### config.mk
export PLATFORM = sky130hd
export DESIGN_NAME = ir_pulse_distance_decoder_flat
export DESIGN_NICKNAME = d
export VERILOG_FILES = /design/src/hw/rtl/irpd_pkg.sv /design/src/hw/rtl/irpd_if.sv /design/src/hw/rtl/irpd_csr.sv /design/src/hw/rtl/irpd_classify.sv /design/src/hw/rtl/irpd_frame.sv /design/src/hw/rtl/ir_pulse_distance_decoder.sv /design/src/flat_wrapper.sv
export SDC_FILE = /design/constraint.sdc
export NUM_CORES = 1
export LEC_CHECK = 0
export BUFFER_PORTS_ARGS = -buffer_cell sky130_fd_sc_hd__buf_2
export CAP_MARGIN = 10
export CORE_ASPECT_RATIO = 1.25
export CORE_MARGIN = 3
export CORE_UTILIZATION = 47
export DETAILED_ROUTE_END_ITERATION = 16
export GPL_ROUTABILITY_DRIVEN = 0
export GPL_TIMING_DRIVEN = 0
export PLACE_DENSITY = 0.7
export SLEW_MARGIN = 20
export SYNTH_ARGS = -nofsm -noshare
export SYNTH_HDL_FRONTEND = slang
export SYNTH_SLANG_ARGS = --single-unit
export TNS_END_PERCENT = 50
### constraint.sdc
create_clock -name clock -period 5.6 [get_ports clock]
set_input_delay 0.56 -clock clock [delete_from_list [all_inputs] [get_ports clock]]
set_output_delay 0.56 -clock clock [all_outputs]
set_load 0.01 [all_outputs]
### src/hw/rtl/irpd_pkg.sv
// ----------------------------------------------------------------------------
// irpd_pkg
// Shared types, register indexes, reset values and the window test of the
// pulse-distance infrared decoder.
// ----------------------------------------------------------------------------
package irpd_pkg;

   localparam int DUR_W       = 16;
   localparam int CSR_INDEX_W = 3;
   localparam int CODE_OUT_W  = 64;
   localparam int COUNT_W     = 8;
   localparam int CODE_WIDTH_DEF = 64;

   localparam logic [DUR_W-1:0] HEADER_MARK_RST  = 16'd9000;
   localparam logic [DUR_W-1:0] HEADER_SPACE_RST = 16'd4500;
   localparam logic [DUR_W-1:0] BIT_MARK_RST     = 16'd560;
   localparam logic [DUR_W-1:0] ONE_SPACE_RST    = 16'd1690;
   localparam logic [DUR_W-1:0] ZERO_SPACE_RST   = 16'd560;
   localparam logic [DUR_W-1:0] TOLERANCE_RST    = 16'd100;

   typedef enum logic [CSR_INDEX_W-1:0] {
      CSR_HEADER_MARK  = 3'd0,
      CSR_HEADER_SPACE = 3'd1,
      CSR_BIT_MARK     = 3'd2,
      CSR_ONE_SPACE    = 3'd3,
      CSR_ZERO_SPACE   = 3'd4,
      CSR_TOLERANCE    = 3'd5
   } csr_index_type;

   typedef enum logic [2:0] {
      KIND_HEADER  = 3'd0,
      KIND_ONE     = 3'd1,
      KIND_ZERO    = 3'd2,
      KIND_INVALID = 3'd3,
      KIND_END     = 3'd4
   } kind_type;

   typedef struct packed {
      logic [DUR_W-1:0] header_mark_us;
      logic [DUR_W-1:0] header_space_us;
      logic [DUR_W-1:0] bit_mark_us;
      logic [DUR_W-1:0] one_space_us;
      logic [DUR_W-1:0] zero_space_us;
      logic [DUR_W-1:0] tolerance_us;
   } cfg_type;

   // strict window (n - t) < v < (n + t), done as unsigned sums to avoid signs
   function automatic logic in_window(logic [DUR_W-1:0] v, logic [DUR_W-1:0] n,
                                      logic [DUR_W-1:0] t);
      logic [DUR_W:0] v_plus_t;
      logic [DUR_W:0] n_plus_t;
      v_plus_t = {1'b0, v} + {1'b0, t};
      n_plus_t = {1'b0, n} + {1'b0, t};
      return (v_plus_t > {1'b0, n}) && ({1'b0, v} < n_plus_t);
   endfunction

endpackage

### src/hw/rtl/irpd_if.sv
// ----------------------------------------------------------------------------
// irpd_req_if / irpd_rsp_if
// Valid/ready channels of the decoder: duration pairs in, classified pairs out.
// ----------------------------------------------------------------------------
interface irpd_req_if;
   import irpd_pkg::*;
   logic             valid;
   logic             ready;
   logic [DUR_W-1:0] mark_us;
   logic [DUR_W-1:0] space_us;

   modport source (output valid, output mark_us, output space_us, input ready);
   modport sink   (input valid, input mark_us, input space_us, output ready);
endinterface

interface irpd_rsp_if;
   import irpd_pkg::*;
   logic                  valid;
   logic                  ready;
   logic [2:0]            pair_kind;
   logic [CODE_OUT_W-1:0] code_bits;
   logic [COUNT_W-1:0]    bit_total;
   logic                  any_invalid;
   logic                  frame_done;

   modport source (output valid, output pair_kind, output code_bits, output bit_total,
                   output any_invalid, output frame_done, input ready);
   modport sink   (input valid, input pair_kind, input code_bits, input bit_total,
                   input any_invalid, input frame_done, output ready);
endinterface

### src/hw/rtl/irpd_csr.sv
// ----------------------------------------------------------------------------
// irpd_csr
// Timing registers of the decoder, written through a plain write port.
// ----------------------------------------------------------------------------
module irpd_csr import irpd_pkg::*; (
   input  logic                   clock,
   input  logic                   reset,
   input  logic                   csr_wr_en,
   input  logic [CSR_INDEX_W-1:0] csr_index,
   input  logic [DUR_W-1:0]       csr_wdata,
   output cfg_type                cfg
);

   cfg_type cfg_ff;
   cfg_type cfg_in;

   always_comb begin
      cfg_in = cfg_ff;
      if (csr_wr_en) begin
         unique case (csr_index)
            CSR_HEADER_MARK:  cfg_in.header_mark_us  = csr_wdata;
            CSR_HEADER_SPACE: cfg_in.header_space_us = csr_wdata;
            CSR_BIT_MARK:     cfg_in.bit_mark_us     = csr_wdata;
            CSR_ONE_SPACE:    cfg_in.one_space_us    = csr_wdata;
            CSR_ZERO_SPACE:   cfg_in.zero_space_us   = csr_wdata;
            CSR_TOLERANCE:    cfg_in.tolerance_us    = csr_wdata;
            default: ;
         endcase
      end
   end

   always_ff @(posedge clock) begin
      if (reset) begin
         cfg_ff.header_mark_us  <= HEADER_MARK_RST;
         cfg_ff.header_space_us <= HEADER_SPACE_RST;
         cfg_ff.bit_mark_us     <= BIT_MARK_RST;
         cfg_ff.one_space_us    <= ONE_SPACE_RST;
         cfg_ff.zero_space_us   <= ZERO_SPACE_RST;
         cfg_ff.tolerance_us    <= TOLERANCE_RST;
      end else begin
         cfg_ff <= cfg_in;
      end
   end

   assign cfg = cfg_ff;

endmodule

### src/hw/rtl/irpd_classify.sv
// ----------------------------------------------------------------------------
// irpd_classify
// Window tests on one registered mark/space pair, giving the pair kind.
// ----------------------------------------------------------------------------
module irpd_classify import irpd_pkg::*; (
   input  cfg_type          cfg,
   input  logic [DUR_W-1:0] mark_us,
   input  logic [DUR_W-1:0] space_us,
   output kind_type         kind
);

   logic mark_ok;
   logic hdr_ok;
   logic one_ok;
   logic zero_ok;

   always_comb begin
      mark_ok = in_window(mark_us, cfg.bit_mark_us, cfg.tolerance_us);
      hdr_ok  = in_window(mark_us, cfg.header_mark_us, cfg.tolerance_us) &&
                in_window(space_us, cfg.header_space_us, cfg.tolerance_us);
      one_ok  = in_window(space_us, cfg.one_space_us, cfg.tolerance_us);
      zero_ok = in_window(space_us, cfg.zero_space_us, cfg.tolerance_us);

      // header beats frame end, frame end beats a data bit, one beats zero
      if (hdr_ok) begin
         kind = KIND_HEADER;
      end else if (mark_ok && (space_us == '0)) begin
         kind = KIND_END;
      end else if (one_ok) begin
         kind = mark_ok ? KIND_ONE : KIND_INVALID;
      end else if (zero_ok) begin
         kind = mark_ok ? KIND_ZERO : KIND_INVALID;
      end else begin
         kind = KIND_INVALID;
      end
   end

endmodule

### src/hw/rtl/irpd_frame.sv
// ----------------------------------------------------------------------------
// irpd_frame
// Frame state (code shift register, bit count, invalid flag) and the result
// register that drives the output channel.
// ----------------------------------------------------------------------------
module irpd_frame import irpd_pkg::*; #(
   parameter int CODE_WIDTH = CODE_WIDTH_DEF
) (
   input  logic       clock,
   input  logic       reset,
   input  logic       take,
   input  kind_type   kind,
   output logic       stage_ready,
   irpd_rsp_if.source rsp_chan
);

   logic [CODE_WIDTH-1:0] code_ff, code_in;
   logic [COUNT_W-1:0]    count_ff, count_in;
   logic                  inval_ff, inval_in;

   logic                  out_valid_ff;
   kind_type              out_kind_ff;
   logic [CODE_WIDTH-1:0] out_code_ff;
   logic [COUNT_W-1:0]    out_count_ff;
   logic                  out_inval_ff;

   always_comb begin
      code_in  = code_ff;
      count_in = count_ff;
      inval_in = inval_ff;
      case (kind)
         KIND_HEADER: begin
            code_in  = '0;
            count_in = '0;
            inval_in = 1'b0;
         end
         KIND_END: ;
         default: begin
            code_in = {code_ff[CODE_WIDTH-2:0], (kind == KIND_ONE)};
            if (count_ff != {COUNT_W{1'b1}}) begin
               count_in = count_ff + 1'b1;
            end
            if (kind == KIND_INVALID) begin
               inval_in = 1'b1;
            end
         end
      endcase
   end

   assign stage_ready = !out_valid_ff || rsp_chan.ready;

   always_ff @(posedge clock) begin
      if (reset) begin
         code_ff      <= '0;
         count_ff     <= '0;
         inval_ff     <= 1'b0;
         out_valid_ff <= 1'b0;
      end else begin
         if (take) begin
            code_ff      <= code_in;
            count_ff     <= count_in;
            inval_ff     <= inval_in;
            out_valid_ff <= 1'b1;
         end else if (rsp_chan.ready) begin
            out_valid_ff <= 1'b0;
         end
      end
   end

   always_ff @(posedge clock) begin
      if (take) begin
         out_kind_ff  <= kind;
         out_code_ff  <= code_in;
         out_count_ff <= count_in;
         out_inval_ff <= inval_in;
      end
   end

   assign rsp_chan.valid       = out_valid_ff;
   assign rsp_chan.pair_kind   = out_kind_ff;
   assign rsp_chan.code_bits   = CODE_OUT_W'(out_code_ff);
   assign rsp_chan.bit_total   = out_count_ff;
   assign rsp_chan.any_invalid = out_inval_ff;
   assign rsp_chan.frame_done  = (out_kind_ff == KIND_END);

endmodule

### src/hw/rtl/ir_pulse_distance_decoder.sv
// ----------------------------------------------------------------------------
// ir_pulse_distance_decoder
// Classifies infrared mark/space duration pairs and assembles the frame code.
// ----------------------------------------------------------------------------
// Use:
//   req_chan carries one measured mark/space pair in microseconds per item.
//   rsp_chan returns one item per pair: the pair kind, the code bits decoded
//   so far (earliest bit most significant), the bit count since the last
//   header, the sticky invalid flag and a frame-done strobe.
//   csr_* writes the six timing registers; write only while no item is in
//   flight.
// Pipeline: an accepted pair passes the input register, then the window tests
//   and state update into the result register.
// Throughput: one item per cycle while rsp_chan does not stall; the frame state
//   feeds back on itself with no extra stage, so back-to-back pairs are taken without a gap.
// Reset: timing registers take their nominal values, code, count and flag
//   clear, both stages empty.
// Stall: while rsp_chan.ready is low the result holds; one more item waits in
//   the input register, after which req_chan.ready drops.
// ----------------------------------------------------------------------------
module ir_pulse_distance_decoder import irpd_pkg::*; #(
   parameter int CODE_WIDTH = CODE_WIDTH_DEF
) (
   input  logic                   clock,
   input  logic                   reset,
   input  logic                   csr_wr_en,
   input  logic [CSR_INDEX_W-1:0] csr_index,
   input  logic [DUR_W-1:0]       csr_wdata,
   irpd_req_if.sink               req_chan,
   irpd_rsp_if.source             rsp_chan
);

   cfg_type          cfg;
   kind_type         kind;
   logic             stage_ready;
   logic             take;

   logic             in_valid_ff;
   logic [DUR_W-1:0] in_mark_ff;
   logic [DUR_W-1:0] in_space_ff;

   irpd_csr u_csr (
      .clock     (clock),
      .reset     (reset),
      .csr_wr_en (csr_wr_en),
      .csr_index (csr_index),
      .csr_wdata (csr_wdata),
      .cfg       (cfg)
   );

   assign take           = in_valid_ff && stage_ready;
   assign req_chan.ready = !in_valid_ff || stage_ready;

   always_ff @(posedge clock) begin
      if (reset) begin
         in_valid_ff <= 1'b0;
      end else if (req_chan.ready) begin
         in_valid_ff <= req_chan.valid;
      end
   end

   always_ff @(posedge clock) begin
      if (req_chan.ready && req_chan.valid) begin
         in_mark_ff  <= req_chan.mark_us;
         in_space_ff <= req_chan.space_us;
      end
   end

   irpd_classify u_classify (
      .cfg      (cfg),
      .mark_us  (in_mark_ff),
      .space_us (in_space_ff),
      .kind     (kind)
   );

   irpd_frame #(
      .CODE_WIDTH (CODE_WIDTH)
   ) u_frame (
      .clock       (clock),
      .reset       (reset),
      .take        (take),
      .kind        (kind),
      .stage_ready (stage_ready),
      .rsp_chan    (rsp_chan)
   );

endmodule
### src/flat_wrapper.sv
// flat-port wrapper written by rule: the top's interface ports become plain ports
module ir_pulse_distance_decoder_flat import irpd_pkg::*;
#(
   parameter int CODE_WIDTH = CODE_WIDTH_DEF
)
  (clock, reset, csr_wr_en, csr_index, csr_wdata, req_chan_valid, req_chan_mark_us, req_chan_space_us, req_chan_ready, rsp_chan_valid, rsp_chan_pair_kind, rsp_chan_code_bits, rsp_chan_bit_total, rsp_chan_any_invalid, rsp_chan_frame_done, rsp_chan_ready);
  irpd_req_if req_chan_i ();
  irpd_rsp_if rsp_chan_i ();
  input  logic clock;
  input  logic reset;
  input  logic csr_wr_en;
  input  logic [CSR_INDEX_W-1:0] csr_index;
  input  logic [DUR_W-1:0] csr_wdata;
  input wire logic [$bits(req_chan_i.valid)-1:0] req_chan_valid;
  input wire logic [$bits(req_chan_i.mark_us)-1:0] req_chan_mark_us;
  input wire logic [$bits(req_chan_i.space_us)-1:0] req_chan_space_us;
  output wire logic [$bits(req_chan_i.ready)-1:0] req_chan_ready;
  output wire logic [$bits(rsp_chan_i.valid)-1:0] rsp_chan_valid;
  output wire logic [$bits(rsp_chan_i.pair_kind)-1:0] rsp_chan_pair_kind;
  output wire logic [$bits(rsp_chan_i.code_bits)-1:0] rsp_chan_code_bits;
  output wire logic [$bits(rsp_chan_i.bit_total)-1:0] rsp_chan_bit_total;
  output wire logic [$bits(rsp_chan_i.any_invalid)-1:0] rsp_chan_any_invalid;
  output wire logic [$bits(rsp_chan_i.frame_done)-1:0] rsp_chan_frame_done;
  input wire logic [$bits(rsp_chan_i.ready)-1:0] rsp_chan_ready;
  assign req_chan_i.valid = req_chan_valid;
  assign req_chan_i.mark_us = req_chan_mark_us;
  assign req_chan_i.space_us = req_chan_space_us;
  assign req_chan_ready = req_chan_i.ready;
  assign rsp_chan_valid = rsp_chan_i.valid;
  assign rsp_chan_pair_kind = rsp_chan_i.pair_kind;
  assign rsp_chan_code_bits = rsp_chan_i.code_bits;
  assign rsp_chan_bit_total = rsp_chan_i.bit_total;
  assign rsp_chan_any_invalid = rsp_chan_i.any_invalid;
  assign rsp_chan_frame_done = rsp_chan_i.frame_done;
  assign rsp_chan_i.ready = rsp_chan_ready;
  ir_pulse_distance_decoder #(.CODE_WIDTH(CODE_WIDTH)) u_core (.clock(clock), .reset(reset), .csr_wr_en(csr_wr_en), .csr_index(csr_index), .csr_wdata(csr_wdata), .req_chan(req_chan_i), .rsp_chan(rsp_chan_i));
endmodule
Word-level counts from Yosys, hierarchy flattened
Cells that the tools add are included.
{"block": "op_classes", "addsub": 8, "muxes": 13, "reduce_logical": 23, "n_eq_ne": 10, "magnitude_cmp": 10}
{"cell": "$pmux W64 S2", "n": 1}
{"cell": "$add A16 B16 Y17", "n": 7}
{"cell": "$gt A17 B16 Y1", "n": 5}
{"cell": "$lt A16 B17 Y1", "n": 5}
{"cell": "$logic_not A16 Y1", "n": 1}
{"cell": "$pmux W8 S2", "n": 1}
{"cell": "$eq A3 B3 Y1 const B", "n": 4}
{"cell": "$reduce_and A2 Y1", "n": 6}
{"cell": "$eq A3 B2 Y1 const B", "n": 3}
{"cell": "$logic_and A1 B1 Y1", "n": 9}
{"cell": "$add A8 B1 Y8 const B", "n": 1}
{"cell": "$mux W8", "n": 1}
{"cell": "$ne A8 B8 Y1 const B", "n": 1}
{"cell": "$eq A3 B1 Y1 const B", "n": 2}
{"cell": "$logic_not A3 Y1", "n": 2}
{"cell": "$mux W3", "n": 2}
{"cell": "$mux W1", "n": 5}
{"cell": "$mux W2", "n": 2}
{"cell": "$logic_not A1 Y1", "n": 2}
{"cell": "$logic_or A1 B1 Y1", "n": 2}
{"cell": "$pmux W1 S2", "n": 1}
{"cell": "$reduce_bool A2 Y1", "n": 1}
{"block": "totals", "inputBits": 56, "register_bits": 279, "elab_cells": 81}

Logic depth before layout (Yosys ltp)
Gate-level depths: netlist (run 1).
{"block": "depth", "word_depth": 11, "mapped_depth": 23, "mapped_depth_nobuf": 20}

Hierarchy
From an unflattened synthesis (run 1), not the netlist that was laid out.
{"block": "unflattened", "hier_cells": 2105, "area_unflattened_um2": 19401.1}
{"mod": "irpd_classify", "n_inst": 1, "cells_per_inst": 1094, "seq_area_each_um2": 0.0, "area_per_inst_um2": 8272.9}
{"mod": "irpd_frame", "n_inst": 1, "cells_per_inst": 619, "seq_area_each_um2": 3763.6, "area_per_inst_um2": 6281.0}
{"mod": "irpd_csr", "n_inst": 1, "cells_per_inst": 354, "seq_area_each_um2": 1921.8, "area_per_inst_um2": 3823.7}
{"mod": "ir_pulse_distance_decoder", "n_inst": 1, "cells_per_inst": 38, "seq_area_each_um2": 980.9, "area_per_inst_um2": 1023.5}

Least setup slack after synthesis (run 1)
OpenSTA, ideal clock, no wires.
{"block": "synth_timing", "kind": "reg-to-reg", "startpoint": "register u_core.u_csr.cfg_ff, in the netlist u_core.u_csr.cfg[0]", "endpoint": "register u_core.u_frame.out_kind_ff[0] (netlist: u_core.u_frame.rsp_chan.pair_kind[0]), data pin", "stages_incl_launch_ff": 22, "setup_ns": 0.270, "period_less_slack_ns": 4.845, "setup_slack_ns": 0.755, "arrival_ns": 4.575, "cell_sequence": "dfxtp_1 > ha_1 > fa_1 > a21oi_1 > nor2b_1 > a311oi_2 > a211oi_1 > or3_1 > a21o_1 > a21o_1 > a21oi_1 > xor2_1 > ha_1 > a21o_1 > a221oi_1 > or2_2 > a21oi_1 > a32o_1 > a211oi_1 > clkbuf_1 > clkbuf_1 > a21oi_1"}
{"block": "synth_between", "elab_chain_cells": 8, "word_cells_on_any_way": 29, "cone_classes": "7 x add/sub; 10 x order compare; 5 x mux; 7 x reduce/logical"}
{"element": "start, declared", "line": "irpd_csr.sv:14", "source": "cfg_type cfg_ff;"}
{"element": "start signal, assigned", "line": "irpd_csr.sv:41", "source": "cfg_ff <= cfg_in;"}
{"element": "$add A16 B16 Y17, on equally long branches", "line": "irpd_pkg.sv:52, irpd_pkg.sv:53"}
{"element": "$gt A17 B16 Y1 / $lt A16 B17 Y1 (equally long branches)", "line": "irpd_pkg.sv:54", "source": "return (v_plus_t > {1'b0, n}) && ({1'b0, v} < n_plus_t);"}
{"element": "$logic_and A1 B1 Y1", "line": "irpd_pkg.sv:54"}
{"element": "$mux W1", "line": "irpd_classify.sv:32", "source": "kind = mark_ok ? KIND_ZERO : KIND_INVALID;"}
{"element": "$mux W1", "line": "irpd_classify.sv:31", "source": "end else if (zero_ok) begin"}
{"element": "$mux W2", "line": "irpd_classify.sv:29", "source": "end else if (one_ok) begin"}
{"element": "$mux W3", "line": "irpd_classify.sv:27", "source": "end else if (mark_ok && (space_us == '0)) begin"}
{"element": "$mux W3 *", "line": "irpd_classify.sv:25", "source": "if (hdr_ok) begin"}
{"element": "named net u_core.kind[0]", "line": "ir_pulse_distance_decoder.sv:34", "source": "kind_type kind;"}
{"element": "end signal, assigned", "line": "irpd_frame.sv:72", "source": "out_kind_ff <= kind;"}
{"element": "end, declared", "line": "irpd_frame.sv:22", "source": "kind_type out_kind_ff;"}
The timed path passes the listed nets; every way through them passes the cells marked *.
A chain may end at the register's enable or synchronous reset.

Final worst setup path (run 1)
{"block": "layout_timing", "startpoint": "register u_core.u_csr.cfg_ff, in the netlist u_core.u_csr.cfg[3]", "endpoint": "register u_core.u_frame.out_code_ff[0] (netlist: u_core.u_frame.rsp_chan.code_bits[0]), data pin"}
{"block": "layout_between", "elab_chain_cells": 10, "word_cells_on_any_way": 34, "cone_classes": "7 x add/sub; 10 x order compare; 2 x eq/ne; 7 x mux; 8 x reduce/logical"}
{"element": "$add A16 B16 Y17, on equally long branches", "line": "irpd_pkg.sv:52, irpd_pkg.sv:53"}
{"element": "$gt A17 B16 Y1 / $lt A16 B17 Y1 (equally long branches)", "line": "irpd_pkg.sv:54"}
{"element": "$logic_and A1 B1 Y1", "line": "irpd_pkg.sv:54"}
{"element": "$mux W1", "line": "irpd_classify.sv:32"}
{"element": "$mux W1", "line": "irpd_classify.sv:31"}
{"element": "$mux W2", "line": "irpd_classify.sv:29"}
{"element": "$mux W3", "line": "irpd_classify.sv:27"}
{"element": "$mux W3 *", "line": "irpd_classify.sv:25"}
{"element": "$eq A3 B1 Y1, or another cell as far along", "line": "irpd_frame.sv:39", "source": "code_in = {code_ff[CODE_WIDTH-2:0], (kind == KIND_ONE)};"}
{"element": "$pmux W64 S2 *", "line": "irpd_frame.sv:31", "source": "case (kind)"}
{"element": "named net u_core.u_frame.code_in[0]", "line": "irpd_frame.sv:17", "source": "logic [CODE_WIDTH-1:0] code_ff, code_in;"}
{"element": "end signal, assigned", "line": "irpd_frame.sv:73", "source": "out_code_ff <= code_in;"}
{"element": "end, declared", "line": "irpd_frame.sv:23", "source": "logic [CODE_WIDTH-1:0] out_code_ff;"}
Marks and branches as above.

==> results.tsv, run 1 <==
metric	value	unit
outcome	finished clean	
PwrDens	230	nW/um2
layout cells sized above 1	0.104	
Avg Cell Area, Syn	8.36	um2
area occupied by registers	6680	um2
register bit total from synthesis	279	
number of global-route vias before repair	17200	
Initial Util	0.482	
CTS Buf Count	30	
Synth-to-Final Area Change	12.7	%
CTS tree	done	
RSZ-0062 raised after global routing	yes	
Slew HR	0.467	
post-synth top area share	0.175	
Ys Warns	0	
WL/cell	18.4	um
Detailed Route WL	56.8	mm
die width	189	um
required time of the critical path	6.01	ns
Period minus WS final	5.41	ns
measured slew at the worst slew-check pin	0.789	ns
Max clock buf depth	3	
placed cell areas	21000	um2
Residual DRC	0	
final hold slack	0.146	ns
worst hold-check path type	in -> reg	
die footprint	44200	um2
total core area	40600	um2
top cell type by total area after synthesis	dfxtp_1	
Net Count, Synth	2673	
VDD IR max	231	uV
GRT Util Overall	0.250	
Final Hold Viols	0	
critical path class	reg -> reg	
ranking of synthesized cells by area	dfxtp_1, ha_1, edfxtp_1	
crit share post-route	0.965	
multi-input logic area	12000	um2
Detail Placement HPWL	44.6	mm
CP Launch Type	register	
Cells after Synth	2342	
H-tree depth	1	
CP Max Fanout	10	
Vias/cell	5.87	
Die H	234	um
max cap viols	0	
cell area after synthesis	19600	um2
critical path arrival	5.81	ns
Post-DRT Antenna Nets	0	
clock sinks	279	
max-slew violation count	0	
Async S/R FF share, synth	0	
hold_buf cts	0	
first-pass GRT wire length	89.5	mm
Reg clk slew, reported paths	0.07	ns
Port Buffers	134	
Vias	18100	
FILL cells	3791	
Primary FF master, synth	dfxtp_1	
count leader, synth	nand2_1	
Setup Skew	0.0122	ns
clock latency on the worst-skew pair	0.59	ns
Post-synth EDFFs	108	
Distinct cells, synth	74	
Final Setup Violations	0	
Boundary Pins	135	
CTS Root Cell	clkbuf_16	
DRT Pass-1 Iters	5	
commonest cells in the netlist	nand2_1, ha_1, a21oi_1, dfxtp_1, inv_1	
Peak Freq	185	MHz
Worst setup EP type	register	
GRT overflow	0	
sequential-to-total area share from yosys stat	0.341	
largest net degree at the start of global routing	45	
leak pwr	8.92	nW
fin area	22100	um2
Nets	2845	
initial antenna violation count	5	
row count	82	
Total Power	5.07	mW
initial drt markers	1490	
power breakdown:
| group | internal, mW | switching (mW) |
|---|---|---|
| clock network | 1.11 | 0.880 |
| registers | 2.16 | 0.0584 |
| logic | 0.339 | 0.528 |
| total | 3.61 | 1.47 |
layout make-up:
type	count	share of cell area
inverter	126	0.0216
clock buffer	36	0.0360
multi-input combinational	1834	0.545
clock inverter	20	0.00811
sequential	279	0.303
antenna	4	0.000454
timing repair buffer	140	0.0339
tap	546	0.0310
buffer	103	0.0213
stage by stage:
stage                     setup WS (ns)  cells  utilization  setup TNS [ns]
after floorplan                   0.755   2342            -               0
after global placement           -0.615   3022        0.515          -45.81
after detailed placement         -0.685   3024        0.516          -61.25
after CTS                        0.0540   3080        0.541               0
after global routing            -0.0248   3085        0.543         -0.0309
final                             0.194   3088        0.543               0
final timing paths:
kind | cells after the start | slack (ns) | start | to
worst max register to register | 19 | 0.19 | u_core.u_csr.cfg[3]$_SDFFE_PP0P_ | u_core.u_frame.rsp_chan.code_bits[0]$_DFFE_PP_
worst min register to register | 2 | 0.49 | u_core.u_csr.cfg[78]$_SDFFE_PP0P_ | u_core.u_csr.cfg[78]$_SDFFE_PP0P_
worst max-delay path | 19 | 0.19 | u_core.u_csr.cfg[3]$_SDFFE_PP0P_ | u_core.u_frame.rsp_chan.code_bits[0]$_DFFE_PP_
worst min-delay path | 1 | 0.15 | req_chan_space_us[11] | u_core.in_space_ff[11]$_DFFE_PP_
logic make-up (layout without fill, tap and decap cells):
family / after synthesis / after routing / share of synthesized area
XOR/XNOR: 89 / 89 / 0.0398
other: 0 / 4 / 0
flip-flops: 279 / 279 / 0.341
AO/OA/AOI/OAI: 600 / 600 / 0.190
AND/OR/NAND/NOR: 870 / 870 / 0.205
buffers and inverters: 229 / 425 / 0.0465
adder cells (fa/ha/maj): 275 / 275 / 0.178
timing repair:
item / CTS / global route
pin swaps: 0 / 2
gates resized for setup: 12 / 14
buffers inserted: 0 / 4
setup endpoints to repair: 149 / 141
endpoints found under the hold margin: 0 / 0
layer usage:
metal | share of wire | vias to the layer above | track usage
li1 | - | 8854 | -
met1 | 0.40 | 8490 | 0.292
met2 | 0.48 | 578 | 0.444
met3 | 0.058 | 192 | 0.0387
met4 | 0.059 | 6 | 0.130
met5 | 0.00062 | - | 0
critical path, stage by stage (launching register included):
cell and delay [ns]:
dfxtp_1 0.66, ha_1 0.38, o21a_1 0.20, o31a_1 0.14, o2bb2ai_2 0.25, o211ai_2 0.17, a21o_1 0.24, a31oi_1 0.25
xnor2_1 0.16, ha_1 0.34, nand4_1 0.13, or4_4 0.58, a31o_1 0.25, nand4_1 0.16, a21oi_4 0.10, a211oi_4 0.36
clkbuf_4 0.30, buf_2 0.26, nand2_1 0.08, a21oi_1 0.22
sequential cells by signal, indices dropped and copies added, names as in the netlist:
signal	cells
u_core.u_frame.rsp_chan.bit_total	8
u_core.u_frame.inval_ff	1
u_core.u_frame.count_ff	8
u_core.in_valid_ff	1
u_core.u_frame.rsp_chan.code_bits	64
u_core.u_frame.rsp_chan.any_invalid	1
u_core.u_frame.rsp_chan.pair_kind	3
u_core.in_space_ff	16
u_core.u_frame.code_ff	64
u_core.in_mark_ff	16
u_core.u_csr.cfg	96
u_core.u_frame.rsp_chan.valid	1
cell usage in the layout (no fill, tap or decap), types with 7 or more instances in the layout:
master / n
nand2_1: 432
ha_1: 268
a21oi_1: 250
dfxtp_1: 168
buf_2: 165
inv_1: 123
nand3_1: 111
edfxtp_1: 108
nand4_1: 86
nor2_1: 86
a31oi_1: 84
o21ai_0: 70
clkbuf_1: 59
a21o_1: 52
xnor2_1: 48
xor2_1: 41
clkbuf_16: 30
nor2b_1: 26
nor3_1: 26
nand2b_1: 23
and3_1: 22
o211ai_1: 21
o21a_1: 18
nor4_1: 14
a211oi_1: 14
o21ai_1: 13
o21bai_1: 11
and2_1: 10
or3_1: 9
or4_1: 7
o31ai_1: 7
clkinv_1: 7
fa_1: 7
(Power assumes the default switching activity.)
==> run 2, diff against run 1 <==
- CTS_BUF_LIST: unset -> sky130_fd_sc_hd__clkbuf_4
==> run 2 against run 1 <==
  * First-iteration DRC count decreased by 4.1%
  * Critical endpoint is now u_core.u_frame.rsp_chan.code_bits[3]$_DFFE_PP_
  * Sequential power about the same
  * Critical path depth is 1 higher
  * Cell count grew 3.8%
  * Hold slack got worse by 0.068 ns
  * Global-route usage up 0.55 points
  * Sequential share of layout area is 0.55 points lower
  * Largest cell class unchanged
  * Clock skew increased by 0.049 ns
  * Die area unchanged
==> results.tsv, run 2 (synthesis results as in run 1) <==
metric	value	unit	change
DP Cell Count	3024		unchanged
commonest non-fill, non-tap cells in the layout	nand2_1, ha_1, a21oi_1		
Max stage delay on crit path	0.66	ns	about the same
Port Buffers	134		unchanged
Worst setup EP type	register		
Critical Path Slowest Stage Cell	dfxtp_1		
Detail Placement HPWL	44.6	mm	unchanged
Slew HR	0.467		about the same
WL/cell	18.0	um	-2.2%
Detailed Route WL	57.7	mm	+1.5%
number of global-route vias before repair	17700		+3.0%
outcome	finished clean		
Final Hold Viols	0		unchanged
VDD IR max	241	uV	+4.4%
max-slew violation count	0		unchanged
Period minus WS final	5.42	ns	+0.0111 ns
GRT overflow	0		unchanged
GRT Util Overall	0.255		+0.00552
CP Max Fanout	10		unchanged
worst hold-check path type	in -> reg		
die width	189	um	unchanged
worst setup margin	0.182	ns	-0.0111 ns
die footprint	44200	um2	unchanged
FILL cells	3816		+0.66%
Final Setup Violations	0		unchanged
Die H	234	um	unchanged
first-pass GRT wire length	90.6	mm	+1.2%
placed cell areas	21000	um2	unchanged
Boundary Pins	135		unchanged
Post-DRT Antenna Nets	0		unchanged
Max clock buf depth	3		unchanged
cells along the critical path	ha_1 -> o21a_1 -> o31a_1 -> o2bb2ai_2 -> o211ai_2 -> a21o_1 -> a31oi_1 -> xnor2_1 -> ha_1 -> nand4_1 -> or4_4 -> a31o_1 -> nand4_1 -> a21oi_4 -> a211o_1 -> buf_2 -> clkbuf_4 -> clkbuf_4 -> nand2_1 -> a21oi_1		
PwrDens	224	nW/um2	-2.6%
max cap viols	0		unchanged
initial antenna violation count	6		+1
critical path arrival	5.89	ns	+0.08 ns
fin area	22500	um2	+1.9%
Residual DRC	0		unchanged
measured slew at the worst slew-check pin	0.790	ns	+0.000431 ns
layout cells sized above 1	0.127		+0.0238
leak pwr	9.19	nW	+3.0%
Peak Freq	185	MHz	-0.20%
clock sinks	279		unchanged
required time of the critical path	6.07	ns	+0.06 ns
CP Launch Type	register		
row count	82		unchanged
crit share post-route	0.967		+0.00198
CTS tree	done		
r2r worst-path depth	20		+1
largest net degree at the start of global routing	45		unchanged
critical path class	reg -> reg		
WHS Path Cells	3		+2
Setup Skew	0.0614	ns	+0.0491 ns
non-filler instance count after layout	3204		+3.8%
initial drt markers	1429		-4.1%
Reg clk slew, reported paths	0.07	ns	about the same
CTS Buf Count	74		+150%
Nets	2925		+2.8%
Vias	18500		+2.2%
Worst Setup Slack post-DPL	-0.685	ns	unchanged
Synth-to-Final Area Change	14.8	%	
Initial Util	0.482		unchanged
clock latency on the worst-skew pair	0.78	ns	+0.19 ns
commonest non-fill, non-tap cell in the layout	nand2_1		
CTS Root Cell	clkbuf_4		
DRT Pass-1 Iters	6		+1
H-tree depth	3		+2
Vias/cell	5.78		-1.5%
Final Util	0.553		+0.0101
max reg flops	96		unchanged
Total Power	5.03	mW	-0.84%
total core area	40600	um2	unchanged
[run 2: changes by cell type in the layout (fill, tap and decap cells not counted), moves of 2 or more]
cell / previous run / this run
a21oi_2: 1 / 3
inv_4: 4 / 0
dlygate4sd3_1: 0 / 34
clkinv_4: 3 / 1
clkbuf_16: 30 / 0
a21oi_1: 250 / 248
clkbuf_4: 5 / 113
clkbuf_1: 59 / 55
buf_4: 4 / 6
clkinv_1: 7 / 21
clkbuf_8: 3 / 1
[run 2: critical path: cells and delay by family, from the launching register on]
| kind | cells | cell delay [ns] |
|---|---|---|
| compound gates | 10 | 1.96 |
| xor+xnor | 1 | 0.16 |
| fa+ha+maj | 2 | 0.71 |
| buf+inv | 3 | 0.67 |
| flops | 1 | 0.66 |
| simple gates | 4 | 0.96 |
[run 2: layout make-up]
cell class	count	area (um2)	area share
multi-input cells	1834	12000	0.536
flip-flops and latches	279	6680	0.297
repair buffers	176	1100	0.0491
clock buffers	108	811	0.0361
well taps	546	683	0.0304
inverters	126	477	0.0212
plain buffers	103	469	0.0209
clock inverters	27	195	0.00869
diodes	5	12.5	0.000557
[run 2: final timing paths]
check                                          from  slack, ns                                        endpoint
hold reg to reg   u_core.u_csr.cfg[78]$_SDFFE_PP0P_       0.49               u_core.u_csr.cfg[78]$_SDFFE_PP0P_
hold / removal                        csr_wdata[12]       0.08               u_core.u_csr.cfg[44]$_SDFFE_PP0P_
setup reg to reg   u_core.u_csr.cfg[3]$_SDFFE_PP0P_       0.18  u_core.u_frame.rsp_chan.code_bits[3]$_DFFE_PP_
setup / recovery   u_core.u_csr.cfg[3]$_SDFFE_PP0P_       0.18  u_core.u_frame.rsp_chan.code_bits[3]$_DFFE_PP_
[run 2: layer usage]
metal	wire length, um	track usage
met1	23100	0.292
met2	27900	0.446
met3	3320	0.0483
met4	3350	0.151
met5	48	0
[run 2: power by group]
part	leakage [nW]	internal [mW]	switching (mW)
logic	6.18	0.355	0.533
registers	2.42	2.16	0.0587
clock network	0.583	1.03	0.895
[run 2: what timing repair did]
| action | 4_1_cts | 5_1_grt |
|---|---|---|
| endpoints found under the hold margin | 34 | 0 |
| endpoints found under the setup margin | 149 | 143 |
| gates resized for setup | 12 | 18 |
| pin swaps | 0 | 3 |
| hold buffers | 34 | 0 |
| setup buffers | 0 | 6 |
[run 2: through the flow]
| step | setup TNS (ns) | hold WS, ns |
|---|---|---|
| floorplan | 0 | 0.453 |
| global placement | -45.81 | 0.471 |
| detailed placement | -61.25 | 0.476 |
| CTS | 0 | 0.00221 |
| global route | -0.00320 | 0.0481 |
| finish | 0 | 0.0775 |
